$ cat src/rtl/core/icmpv4_message_parser_top_defines.svh
// ----------------------------------------------------------------------------
// icmpv4_message_parser_top_defines.svh
// Assertion macros used by the ICMPv4 parser top level.
// ----------------------------------------------------------------------------
`ifndef ICMPV4_MESSAGE_PARSER_TOP_DEFINES_SVH
`define ICMPV4_MESSAGE_PARSER_TOP_DEFINES_SVH

// same-cycle implication, disabled while reset is asserted
`define ICMP4P_ASSERT_SAME(label, clk, rst_n, ante, cons) \
  label: assert property (@(posedge clk) disable iff (!(rst_n)) (ante) |-> (cons)) \
    else $error("%m: check failed");

// next-cycle implication, disabled while reset is asserted
`define ICMP4P_ASSERT_NEXT(label, clk, rst_n, ante, cons) \
  label: assert property (@(posedge clk) disable iff (!(rst_n)) (ante) |=> (cons)) \
    else $error("%m: check failed");

`endif

$ cat src/rtl/core/icmp4p_pkg.sv
// ----------------------------------------------------------------------------
// icmp4p_pkg
// Types, constants and helpers of the ICMPv4 message parser.
// ----------------------------------------------------------------------------
`default_nettype none

package icmp4p_pkg;

  localparam int HeaderBytes = 8;

  localparam logic [7:0] TypeEchoReply    = 8'd0;
  localparam logic [7:0] TypeDestUnreach  = 8'd3;
  localparam logic [7:0] TypeEcho         = 8'd8;
  localparam logic [7:0] TypeTimeExceeded = 8'd11;
  localparam logic [7:0] TypeParamProblem = 8'd12;
  localparam logic [7:0] CodeFragNeeded   = 8'd4;

  typedef enum logic [1:0] {
    KindNone   = 2'd0,
    KindEcho   = 2'd1,
    KindQuoted = 2'd2
  } payload_kind_e;

  // message state handed over at the last byte
  typedef struct packed {
    logic        is_short;
    logic [7:0]  msg_type;
    logic [7:0]  msg_code;
    logic [15:0] checksum_field;
    logic [31:0] rest_of_header;
    logic [15:0] body_length;
    logic        sum_ok;
  } msg_snap_t;

  typedef struct packed {
    logic          status;
    logic [7:0]    msg_type;
    logic [7:0]    msg_code;
    logic [15:0]   checksum_field;
    logic [15:0]   echo_id;
    logic [15:0]   echo_sequence;
    logic [15:0]   next_hop_mtu;
    payload_kind_e payload_kind;
    logic [15:0]   body_len;
    logic          sum_verified;
  } result_t;

  // ones'-complement add with end-around carry
  function automatic logic [15:0] ones_add(input logic [15:0] acc, input logic [15:0] word);
    logic [16:0] s;
    s = {1'b0, acc} + {1'b0, word};
    return s[15:0] + {15'd0, s[16]};
  endfunction

endpackage

`default_nettype wire

$ cat src/rtl/core/icmp4p_in_if.sv
// ----------------------------------------------------------------------------
// icmp4p_in_if
// Byte channel into the parser: valid/ready with byte and last flag.
// ----------------------------------------------------------------------------
`default_nettype none

interface icmp4p_in_if;
  logic       valid;
  logic       ready;
  logic [7:0] msg_byte;
  logic       is_last;

  modport source (output valid, output msg_byte, output is_last, input ready);
  modport sink   (input valid, input msg_byte, input is_last, output ready);
endinterface

`default_nettype wire

$ cat src/rtl/core/icmp4p_out_if.sv
// ----------------------------------------------------------------------------
// icmp4p_out_if
// Result channel of the parser: valid/ready with the parsed header fields.
// ----------------------------------------------------------------------------
`default_nettype none

interface icmp4p_out_if;
  logic        valid;
  logic        ready;
  logic        status;
  logic [7:0]  msg_type;
  logic [7:0]  msg_code;
  logic [15:0] checksum_field;
  logic [15:0] echo_id;
  logic [15:0] echo_sequence;
  logic [15:0] next_hop_mtu;
  logic [1:0]  payload_kind;
  logic [15:0] body_len;
  logic        sum_verified;

  modport source (
    output valid, output status, output msg_type, output msg_code,
    output checksum_field, output echo_id, output echo_sequence,
    output next_hop_mtu, output payload_kind, output body_len,
    output sum_verified, input ready
  );
  modport sink (
    input valid, input status, input msg_type, input msg_code,
    input checksum_field, input echo_id, input echo_sequence,
    input next_hop_mtu, input payload_kind, input body_len,
    input sum_verified, output ready
  );
endinterface

`default_nettype wire

$ cat src/rtl/core/icmp4p_track.sv
// ----------------------------------------------------------------------------
// icmp4p_track
// Per-message state: byte position, header capture and checksum sum.
// ----------------------------------------------------------------------------
`default_nettype none

module icmp4p_track
  import icmp4p_pkg::*;
#(
  parameter int MaxMessageBytes = 65535
) (
  input  wire logic       clk_i,
  input  wire logic       rst_ni,
  input  wire logic       fire_i,
  input  wire logic [7:0] msg_byte_i,
  input  wire logic       is_last_i,
  output msg_snap_t       snap_o
);

  localparam int CntW = $clog2(MaxMessageBytes + 1);

  logic [CntW-1:0] cnt_q, cnt_d;
  logic [15:0]     sum_q, sum_d, sum_add, word;
  logic [7:0]      high_q, high_d;
  logic            pair_q, pair_d;
  logic [7:0]      type_q, type_d;
  logic [7:0]      code_q, code_d;
  logic [15:0]     csum_q, csum_d;
  logic [31:0]     roh_q, roh_d;

  always_comb begin
    type_d = type_q;
    code_d = code_q;
    csum_d = csum_q;
    roh_d  = roh_q;
    if (cnt_q == '0) begin
      type_d = msg_byte_i;
    end else if (cnt_q == CntW'(1)) begin
      code_d = msg_byte_i;
    end else if (cnt_q == CntW'(2) || cnt_q == CntW'(3)) begin
      csum_d = {csum_q[7:0], msg_byte_i};
    end else if (cnt_q < CntW'(HeaderBytes)) begin
      roh_d = {roh_q[23:0], msg_byte_i};
    end

    // unpaired byte at the end is padded with a zero low byte
    word    = pair_q ? {high_q, msg_byte_i} : {msg_byte_i, 8'h00};
    sum_add = ones_add(sum_q, word);
    if (pair_q) begin
      sum_d  = sum_add;
      high_d = high_q;
      pair_d = 1'b0;
    end else begin
      sum_d  = sum_q;
      high_d = msg_byte_i;
      pair_d = 1'b1;
    end

    cnt_d = (cnt_q != CntW'(MaxMessageBytes)) ? cnt_q + CntW'(1) : cnt_q;

    snap_o.is_short       = cnt_d < CntW'(HeaderBytes);
    snap_o.msg_type       = type_d;
    snap_o.msg_code       = code_d;
    snap_o.checksum_field = csum_d;
    snap_o.rest_of_header = roh_d;
    snap_o.body_length    = 16'(cnt_d) - 16'(HeaderBytes);
    snap_o.sum_ok         = sum_add == 16'hFFFF;
  end

  always_ff @(posedge clk_i or negedge rst_ni) begin
    if (!rst_ni) begin
      cnt_q  <= '0;
      sum_q  <= '0;
      high_q <= '0;
      pair_q <= 1'b0;
      type_q <= '0;
      code_q <= '0;
      csum_q <= '0;
      roh_q  <= '0;
    end else if (fire_i) begin
      if (is_last_i) begin
        cnt_q  <= '0;
        sum_q  <= '0;
        high_q <= '0;
        pair_q <= 1'b0;
        type_q <= '0;
        code_q <= '0;
        csum_q <= '0;
        roh_q  <= '0;
      end else begin
        cnt_q  <= cnt_d;
        sum_q  <= sum_d;
        high_q <= high_d;
        pair_q <= pair_d;
        type_q <= type_d;
        code_q <= code_d;
        csum_q <= csum_d;
        roh_q  <= roh_d;
      end
    end
  end

endmodule

`default_nettype wire

$ cat src/rtl/core/icmp4p_result.sv
// ----------------------------------------------------------------------------
// icmp4p_result
// Decodes the message type and holds the result in the output register.
// ----------------------------------------------------------------------------
`default_nettype none

module icmp4p_result
  import icmp4p_pkg::*;
(
  input  wire logic      clk_i,
  input  wire logic      rst_ni,
  input  wire logic      snap_valid_i,
  input  wire msg_snap_t snap_i,
  output logic           free_o,
  icmp4p_out_if.source   out_o
);

  result_t res_d, res_q;
  logic    valid_q;

  always_comb begin
    res_d = '0;
    if (snap_i.is_short) begin
      res_d.status = 1'b1;
    end else begin
      res_d.msg_type       = snap_i.msg_type;
      res_d.msg_code       = snap_i.msg_code;
      res_d.checksum_field = snap_i.checksum_field;
      res_d.sum_verified   = snap_i.sum_ok;
      case (snap_i.msg_type) inside
        TypeEchoReply, TypeEcho: begin
          res_d.echo_id       = snap_i.rest_of_header[31:16];
          res_d.echo_sequence = snap_i.rest_of_header[15:0];
          res_d.payload_kind  = KindEcho;
        end
        TypeDestUnreach: begin
          if (snap_i.msg_code == CodeFragNeeded) begin
            res_d.next_hop_mtu = snap_i.rest_of_header[15:0];
          end
          res_d.payload_kind = KindQuoted;
        end
        TypeTimeExceeded, TypeParamProblem: begin
          res_d.payload_kind = KindQuoted;
        end
        default: begin
          res_d.payload_kind = KindNone;
        end
      endcase
      if (res_d.payload_kind != KindNone) begin
        res_d.body_len = snap_i.body_length;
      end
    end
  end

  assign free_o = !valid_q || out_o.ready;

  always_ff @(posedge clk_i or negedge rst_ni) begin
    if (!rst_ni) begin
      valid_q <= 1'b0;
    end else if (free_o) begin
      valid_q <= snap_valid_i;
    end
  end

  always_ff @(posedge clk_i) begin
    if (free_o && snap_valid_i) begin
      res_q <= res_d;
    end
  end

  assign out_o.valid          = valid_q;
  assign out_o.status         = res_q.status;
  assign out_o.msg_type       = res_q.msg_type;
  assign out_o.msg_code       = res_q.msg_code;
  assign out_o.checksum_field = res_q.checksum_field;
  assign out_o.echo_id        = res_q.echo_id;
  assign out_o.echo_sequence  = res_q.echo_sequence;
  assign out_o.next_hop_mtu   = res_q.next_hop_mtu;
  assign out_o.payload_kind   = res_q.payload_kind;
  assign out_o.body_len       = res_q.body_len;
  assign out_o.sum_verified   = res_q.sum_verified;

endmodule

`default_nettype wire

$ cat src/rtl/core/icmpv4_message_parser_top.sv
// ----------------------------------------------------------------------------
// icmpv4_message_parser_top
// ICMPv4 header parser with Internet checksum check, one byte per transfer.
// ----------------------------------------------------------------------------
// Takes one message byte per cycle unless a last byte waits for a free
// result register, and gives one result per message. The byte flagged last
// passes the input register, then loads the result register once it is free.
// The byte path is an input register, one 16-bit ones'-complement add with
// header capture, and the result register; that single adder sets the rate
// of one byte per cycle outside such stalls. A waiting result does not stop
// the byte stream until a second last byte arrives behind it. Messages under
// 8 bytes report status 1; the byte count saturates at MaxMessageBytes.
`default_nettype none

`include "icmpv4_message_parser_top_defines.svh"

module icmpv4_message_parser_top
  import icmp4p_pkg::*;
#(
  parameter int MaxMessageBytes = 65535
) (
  input  wire logic    clk_i,
  input  wire logic    rst_ni,
  icmp4p_in_if.sink    in_i,
  icmp4p_out_if.source out_o
);

  logic       s1_valid_q;
  logic [7:0] byte_q;
  logic       last_q;
  logic       s1_go;
  logic       res_free;
  msg_snap_t  snap;

  assign s1_go      = s1_valid_q && (!last_q || res_free);
  assign in_i.ready = !s1_valid_q || s1_go;

  always_ff @(posedge clk_i or negedge rst_ni) begin
    if (!rst_ni) begin
      s1_valid_q <= 1'b0;
    end else if (in_i.ready) begin
      s1_valid_q <= in_i.valid;
    end
  end

  always_ff @(posedge clk_i) begin
    if (in_i.ready && in_i.valid) begin
      byte_q <= in_i.msg_byte;
      last_q <= in_i.is_last;
    end
  end

  icmp4p_track #(
    .MaxMessageBytes(MaxMessageBytes)
  ) u_track (
    .clk_i      (clk_i),
    .rst_ni     (rst_ni),
    .fire_i     (s1_go),
    .msg_byte_i (byte_q),
    .is_last_i  (last_q),
    .snap_o     (snap)
  );

  icmp4p_result u_result (
    .clk_i        (clk_i),
    .rst_ni       (rst_ni),
    .snap_valid_i (s1_go && last_q),
    .snap_i       (snap),
    .free_o       (res_free),
    .out_o        (out_o)
  );

  `ICMP4P_ASSERT_SAME(a_short_clear, clk_i, rst_ni,
    out_o.valid && out_o.status,
    out_o.msg_type == 8'd0 && out_o.payload_kind == KindNone && !out_o.sum_verified)

  `ICMP4P_ASSERT_SAME(a_len_needs_kind, clk_i, rst_ni,
    out_o.valid && out_o.payload_kind == KindNone, out_o.body_len == 16'd0)

  `ICMP4P_ASSERT_SAME(a_mtu_unreach, clk_i, rst_ni,
    out_o.valid && out_o.next_hop_mtu != 16'd0, out_o.msg_type == TypeDestUnreach)

  `ICMP4P_ASSERT_NEXT(a_last_gives_result, clk_i, rst_ni,
    s1_valid_q && last_q && res_free, out_o.valid)

endmodule

`default_nettype wire

$ cat src/flat_wrapper.sv
// flat-port wrapper written by rule: the top's interface ports become plain ports
module icmpv4_message_parser_top_flat import icmp4p_pkg::*;
#(
  parameter int MaxMessageBytes = 65535
)
  (clk_i, rst_ni, in_i_valid, in_i_msg_byte, in_i_is_last, in_i_ready, out_o_valid, out_o_status, out_o_msg_type, out_o_msg_code, out_o_checksum_field, out_o_echo_id, out_o_echo_sequence, out_o_next_hop_mtu, out_o_payload_kind, out_o_body_len, out_o_sum_verified, out_o_ready);
  icmp4p_in_if in_i_i ();
  icmp4p_out_if out_o_i ();
  input  wire logic clk_i;
  input  wire logic rst_ni;
  input wire logic [$bits(in_i_i.valid)-1:0] in_i_valid;
  input wire logic [$bits(in_i_i.msg_byte)-1:0] in_i_msg_byte;
  input wire logic [$bits(in_i_i.is_last)-1:0] in_i_is_last;
  output wire logic [$bits(in_i_i.ready)-1:0] in_i_ready;
  output wire logic [$bits(out_o_i.valid)-1:0] out_o_valid;
  output wire logic [$bits(out_o_i.status)-1:0] out_o_status;
  output wire logic [$bits(out_o_i.msg_type)-1:0] out_o_msg_type;
  output wire logic [$bits(out_o_i.msg_code)-1:0] out_o_msg_code;
  output wire logic [$bits(out_o_i.checksum_field)-1:0] out_o_checksum_field;
  output wire logic [$bits(out_o_i.echo_id)-1:0] out_o_echo_id;
  output wire logic [$bits(out_o_i.echo_sequence)-1:0] out_o_echo_sequence;
  output wire logic [$bits(out_o_i.next_hop_mtu)-1:0] out_o_next_hop_mtu;
  output wire logic [$bits(out_o_i.payload_kind)-1:0] out_o_payload_kind;
  output wire logic [$bits(out_o_i.body_len)-1:0] out_o_body_len;
  output wire logic [$bits(out_o_i.sum_verified)-1:0] out_o_sum_verified;
  input wire logic [$bits(out_o_i.ready)-1:0] out_o_ready;
  assign in_i_i.valid = in_i_valid;
  assign in_i_i.msg_byte = in_i_msg_byte;
  assign in_i_i.is_last = in_i_is_last;
  assign in_i_ready = in_i_i.ready;
  assign out_o_valid = out_o_i.valid;
  assign out_o_status = out_o_i.status;
  assign out_o_msg_type = out_o_i.msg_type;
  assign out_o_msg_code = out_o_i.msg_code;
  assign out_o_checksum_field = out_o_i.checksum_field;
  assign out_o_echo_id = out_o_i.echo_id;
  assign out_o_echo_sequence = out_o_i.echo_sequence;
  assign out_o_next_hop_mtu = out_o_i.next_hop_mtu;
  assign out_o_payload_kind = out_o_i.payload_kind;
  assign out_o_body_len = out_o_i.body_len;
  assign out_o_sum_verified = out_o_i.sum_verified;
  assign out_o_i.ready = out_o_ready;
  icmpv4_message_parser_top #(.MaxMessageBytes(MaxMessageBytes)) u_core (.clk_i(clk_i), .rst_ni(rst_ni), .in_i(in_i_i), .out_o(out_o_i));
endmodule
$ cat config.mk
export PLATFORM = sky130hd
export DESIGN_NAME = icmpv4_message_parser_top_flat
export DESIGN_NICKNAME = d
export VERILOG_FILES = /design/src/rtl/core/icmp4p_pkg.sv /design/src/rtl/core/icmp4p_in_if.sv /design/src/rtl/core/icmp4p_out_if.sv /design/src/rtl/core/icmp4p_track.sv /design/src/rtl/core/icmp4p_result.sv /design/src/rtl/core/icmpv4_message_parser_top.sv /design/src/flat_wrapper.sv
export VERILOG_INCLUDE_DIRS = /design/src /design/src/rtl/core
export SDC_FILE = /design/constraint.sdc
export NUM_CORES = 1
export LEC_CHECK = 0
export ABC_CLOCK_PERIOD_IN_PS = 6000
export BUFFER_PORTS_ARGS = -buffer_cell sky130_fd_sc_hd__buf_2
export CORE_MARGIN = 2
export CORE_UTILIZATION = 50
export CTS_BUF_LIST = sky130_fd_sc_hd__clkbuf_4 sky130_fd_sc_hd__clkbuf_8
export CTS_CLUSTER_DIAMETER = 200
export CTS_CLUSTER_SIZE = 30
export DETAILED_ROUTE_END_ITERATION = 8
export PLACE_DENSITY = 0.73
export REMOVE_ABC_BUFFERS = 1
export SLEW_MARGIN = 0
export SYNTH_ARGS = -nofsm -noshare
export SYNTH_HDL_FRONTEND = slang
export SYNTH_SLANG_ARGS = --single-unit
$ cat constraint.sdc
create_clock -name clk_i -period 6 [get_ports clk_i]
set_clock_uncertainty 0.05 [all_clocks]
set_input_delay 1.2 -clock clk_i [delete_from_list [all_inputs] [get_ports clk_i]]
set_output_delay 1.2 -clock clk_i [all_outputs]
set_load 0.05 [all_outputs]
# == Word-level counts from Yosys, hierarchy flattened ==
# Cells that the tools add are included.
# classes
n_lt_le_gt_ge,2
n_reduce_logical,22
shift,0
n_mul,0
n_mux,28
eq_ne,11
n_bitwise,4
n_addsub,4
div,0
# op_table
op,count
32-bit 2-to-1 mux,5
16-bit 2-to-1 mux,9
8-bit 2-to-1 mux,7
16-bit by 2-bit == test with 1-bit output (second input constant),2
16-bit by 4-bit less-than comparator with 1-bit output (second input constant),2
8-bit by 4-bit == test with 1-bit output (second input constant),3
16-bit by 16-bit adder with 17-bit output,1
16-bit by 1-bit adder with 16-bit output,1
16-bit by 1-bit adder with 16-bit output (second input constant),1
16-bit by 1-bit == test with 1-bit output (second input constant),1
16-bit == test (second input constant),1
16-bit logical NOT,1
16-bit != test (second input constant),1
16-bit by 4-bit subtractor with 16-bit output (second input constant),1
8-bit by 2-bit == test with 1-bit output (second input constant),1
8-bit by 3-bit == test with 1-bit output (second input constant),1
8-bit logical NOT,1
2-bit 2-to-1 mux,4
2-bit OR reduction,4
5-bit OR reduction,1
1-bit logical AND,4
1-bit logical OR,4
1-bit NOT,4
2-bit AND reduction,2
4 further kinds,9
# word_totals
ff_bits,216
romBits,0
mem_count,0
ram_bits,0
latch_bits,0
output_inout_bits,102

# == Logic depth before layout (Yosys ltp) ==
# depth
word_depth,11
ltp_mapped,22
mapped_depth_nobuf,21

# == Cells and area by module ==
# Synthesis repeated with hierarchy kept, for this count alone.
# unflattened
cells_unflattened,907
area_unflattened_um2,11024.3
# modules_own_cells
module,area_per_inst_um2,n_inst,seq_area_each_um2,cells_per_inst
icmp4p_track,6766.5,1,2627.5,666
icmp4p_result,3908.7,1,3027.9,225
icmpv4_message_parser_top,349.1,1,295.3,16

# == Worst setup path after synthesis ==
# No wires, ideal clock.
# synth_timing
path_kind,reg-to-reg
start,register u_core.u_track.pair_q
end,register u_core.u_result.res_q (netlist bit u_core.u_result.out_o.sum_verified) (data pin)
setup_time_ps,190
stages_incl_launch_ff,21
t_arrival_ps,4647
required_time_ps,5760
path_slack_ps,1113
period_less_slack_ps,4887
path_cell_list,dfrtp_1 clkbuf_1 mux2_2 ha_1 buf_2 and3_4 a31o_1 nor3_1 a21oi_1 o41ai_1 nor2b_1 o21ai_0 nand2b_1 ha_1 ha_1 xor2_1 nand4_1 or4_1 or4_1 or3_1 a2111oi_2
# synth_via
elab_chain_cells,4
# synth_rtl
item,line,source
from (decl),icmp4p_track.sv:25,"logic pair_q, pair_d;"
from (signal assigned),icmp4p_track.sv:94,pair_q <= pair_d;
16-bit 2-to-1 mux,icmp4p_track.sv:47,"word = pair_q ? {high_q, msg_byte_i} : {msg_byte_i, 8'h00};"
16-bit by 16-bit adder with 17-bit output,icmp4p_pkg.sv:51,"s = {1'b0, acc} + {1'b0, word};"
16-bit by 1-bit adder with 16-bit output,icmp4p_pkg.sv:52,"return s[15:0] + {15'd0, s[16]};"
16-bit == test,icmp4p_track.sv:67,snap_o.sum_ok = sum_add == 16'hFFFF;
to (signal assigned),icmp4p_result.sv:67,res_q <= res_d;
to (decl),icmp4p_result.sv:18,"result_t res_d, res_q;"
# Every way passes these cells.
# A chain may end at the register's enable or synchronous reset.

# == Final worst setup path ==
# Ends and elaborated chain as after synthesis.

==> flow_summary_export.csv <==
group,metric,value,unit
clock_network,ctsRootBufferMaster,"clkbuf_8",
clock_network,htreeDepth,1,
job,drv_cap,0,
grt,grt_max_degree,63,
layout,multiInputGateArea,4690,µm²
drt,routed_via_density,5.91,
timing,holdWs,448,ps
power,p_clk_share,19.4,%
layout,final_cell_mix,"buf_2, nand2_1, nor2_1",
floorplan,pin_count,115,
timing,relSlewSlack,14.3,%
clock_network,cts.sinks,216,
layout,num_antenna_cells,0,
timing,rsz0062_at_grt,"no",
critical_path,start_kind,"flop",
timing,setup_viol,0,
synth,ys_seq_area_share,54.2,%
timing,max_slew.worst_pin.slew,1280,ps
power,p_seq_share,52.6,%
grt,overflow,0,
power,internal_power,2230,µW
layout,syn_to_final_growth,8.80,%
critical_path,cp_data_arrival_time,5820,ps
floorplan,start_util,50.6,%
clock_network,clockBufferDepth,3,
synth,syn_inst,1022,
synth,ys_types,78,
clock_network,clock_latency,530,ps
timing,fin_ws,486,ps
layout,nFillCells,1932,
floorplan,fp.coreArea,21700,µm²
drt,wl_per_cell,18.3,µm
power,powerDensity,286,nW/µm²
critical_path,crit_path_frequent_cell,"ha_1",
critical_path,critical_path_class,"reg2reg",
grt,grt_pass1_wl,40700,µm
timing,fin_crit,5510,ps
clock_network,cts_made_buffers,11,
timing,drv_slew,0,
power,leakagePower,0.00493,µW
grt,antenna_found_initial,0,
clock_network,postCtsSetupBuffers,0,
clock_network,clkTransAtPathRegs,180,ps
layout,layout_commonest_cell,"buf_2",
placed_design,pre_cts_ws,585,ps
floorplan,die_x,152,µm
layout,seq_area,5950,µm²
synth,async_reset_ff_share,49.5,%
clock_network,cts_hold_buf,0,
synth,ys_warn_count,0,
floorplan,rows,54,
power,sw_frac_of_total,34.7,%
synth,synth_ff_type,"edfxtp_1",
clock_network,cts_tree,"done",
critical_path,crit_path_top_delay_cell,"dfrtp_1",
drt,route.detailed.drc,0,
critical_path,required,6310,ps
critical_path,cpPeakStageDelay,790,ps
placed_design,gp_congestion,0.917,
timing,finalHoldViolCount,0,
drt,dr.pass1.iters,5,
critical_path,crit_fanout,21,
placed_design,io_buffers,114,
grt,grtUsageTotal,21.3,%
critical_path,cp_top_family,"simple AND/OR/NAND/NOR gates",
drt,wl,25200,µm
synth,synth_edf_count,109,
hold_path,hold_path.class,"reg2reg",
critical_path,cp_num_buf_inv,0,
synth,avgSynthCellArea,10.7,µm²
clock_network,ctsResizeCount,0,
power,total_power,3410,µW
floorplan,die-area,23200,µm²
drt,vias,8151,
drt,drt_iter0_drc,568,
timing,period_share,91.9,%
floorplan,die_y,152,µm
placed_design,dp_hpwl,17300,µm
critical_path,end_kind,"flop",
timing,timing.fmax,181,MHz
synth,yosys_register_bits,216,
grt,grt_pass1_vias,7474,
layout,drive_gt1_share,16.2,%
power,irDropWorstVdd,0.136,mV
layout,nNetsFinal,1133,
outcome,status,"complete, no violations",
critical_path,worst-r2r-setup-slack,490,ps
critical_path,cp_cell_sequence,"mux2_2, ha_1, and3_4, a31o_1, nor3_1, a21oi_1, o41ai_1, nor2b_1, o21ai_0, nand2b_1, ha_1, ha_1, xor2_1, nand4_1, or4_1, or4_1, or3_1, a2111oi_2",
power,p_switching,1180,µW
timing,fin_tns_setup,0,ps
synth,netlist_area,11000,µm²
drt,ant_nets,0,
power,pwr-share-comb,28.0,%
-- synthesized netlist by cell type (all sizes together), types with 3 or more instances --
library cell	n	share of area, %
nand2	112	3.8
nor2	112	3.8
edfxtp	109	30
dfrtp	107	24
o21ai	69	3.2
a22o	63	5.0
mux2i	51	4.7
clkbuf	48	1.6
a21oi	43	2.0
ha	23	2.6
nor3	22	1.2
nand3	21	1.0
buf	19	1.0
xnor2	18	1.5
and2	17	0.97
inv	16	0.55
xor2	15	1.2
and3	11	0.67
nand2b	11	0.63
nor4	11	0.68
a22oi	9	0.62
mux2	9	0.92
nand4	8	0.57
nor2b	8	0.46
or3	7	0.40
a31oi	6	0.34
o31ai	6	0.41
a21o	5	0.34
o21a	5	0.34
or2	5	0.28
a211oi	4	0.32
and4	4	0.34
o211ai	4	0.32
a31o	3	0.24
a41oi	3	0.24
nor4b	3	0.24
o2111ai	3	0.24
o22a	3	0.24
o41ai	3	0.24
-- worst paths after layout --
kind,to,depth (start not counted),start
setup / recovery,u_core.u_result.out_o.sum_verified,18,u_core.u_track.pair_q
hold / removal,u_core.u_track.csum_q[15],2,u_core.u_track.csum_q[15]
setup reg to reg,u_core.u_result.out_o.sum_verified,18,u_core.u_track.pair_q
hold reg to reg,u_core.u_track.csum_q[15],2,u_core.u_track.csum_q[15]
max in group asynchronous,u_core.u_track.code_q[2],2,rst_ni
min in group asynchronous,u_core.u_track.roh_q[29],1,rst_ni
-- state kept, by name, indices dropped and copies added (netlist names), 2 cells and up --
name,cells
u_core.u_result.out_o.echo_sequence,16
u_core.u_track.sum_q,16
u_core.u_result.out_o.echo_id,16
u_core.u_track.roh_q,32
u_core.u_track.cnt_q,16
u_core.u_track.csum_q,16
u_core.u_result.out_o.next_hop_mtu,16
u_core.u_track.code_q,8
u_core.u_result.out_o.msg_type,8
u_core.u_result.out_o.payload_kind,2
u_core.u_result.out_o.checksum_field,16
u_core.u_track.high_q,8
u_core.u_result.out_o.msg_code,8
u_core.u_track.type_q,8
u_core.byte_q,8
u_core.u_result.out_o.body_len,16
-- per-layer routing --
| layer | track usage [%] | vias up | part of all wire (%) |
|---|---|---|---|
| li1 | - | 3878 | - |
| met1 | 32.1 | 3969 | 47 |
| met2 | 33.4 | 276 | 46 |
| met3 | 2.39 | 28 | 5.6 |
| met4 | 5.38 | 0 | 2.0 |
| met5 | 0 | - | 0 |
-- cells by family after synthesis --
logic type	count (synthesis)	synth area share (%)
adders and majority gates	24	2.80
muxes	60	5.61
xor gates and xnor gates	33	2.70
and+or+nand+nor	360	15.7
buffers and inverters	83	3.19
AOI/OAI and AO/OA	246	15.8
DFF	216	54.2
-- worst reg2reg max path, cell delays in order, from the launching register on --
cell	delay [ps]
dfrtp_1	790
mux2_2	420
ha_1	390
and3_4	240
a31o_1	220
nor3_1	190
a21oi_1	100
o41ai_1	440
nor2b_1	90
o21ai_0	190
nand2b_1	90
ha_1	220
ha_1	210
xor2_1	220
nand4_1	130
or4_1	390
or4_1	430
or3_1	340
a2111oi_2	200
-- through the flow --
step | std cells | utilization (%) | instance area (µm²)
after CTS | 1379 | 55.1 | 11900
after global placement | 1363 | 54.1 | 11700
final | 1379 | 55.1 | 11900
after floorplan | 955 | - | 10700
after detailed placement | 1363 | 54.1 | 11700
after global routing | 1379 | 55.1 | 11900
-- area by class of cell --
cell class	count	area share (%)
clock inverter	1	0.251
clock buffer	15	1.52
timing repair buffer	128	5.68
inverter	16	0.503
sequential	216	49.8
multi-input combinational	723	39.3
tap	280	2.93
-- power groups by stage --
stage	sequential [µW]	combinational, µW	clock (µW)
after floorplan	1900	612	0
after global placement	1820	936	0
after detailed placement	1820	950	0
after CTS	1790	953	685
after global routing	1810	1040	738
final	1790	955	662
Power figures use the tool's default switching activity.
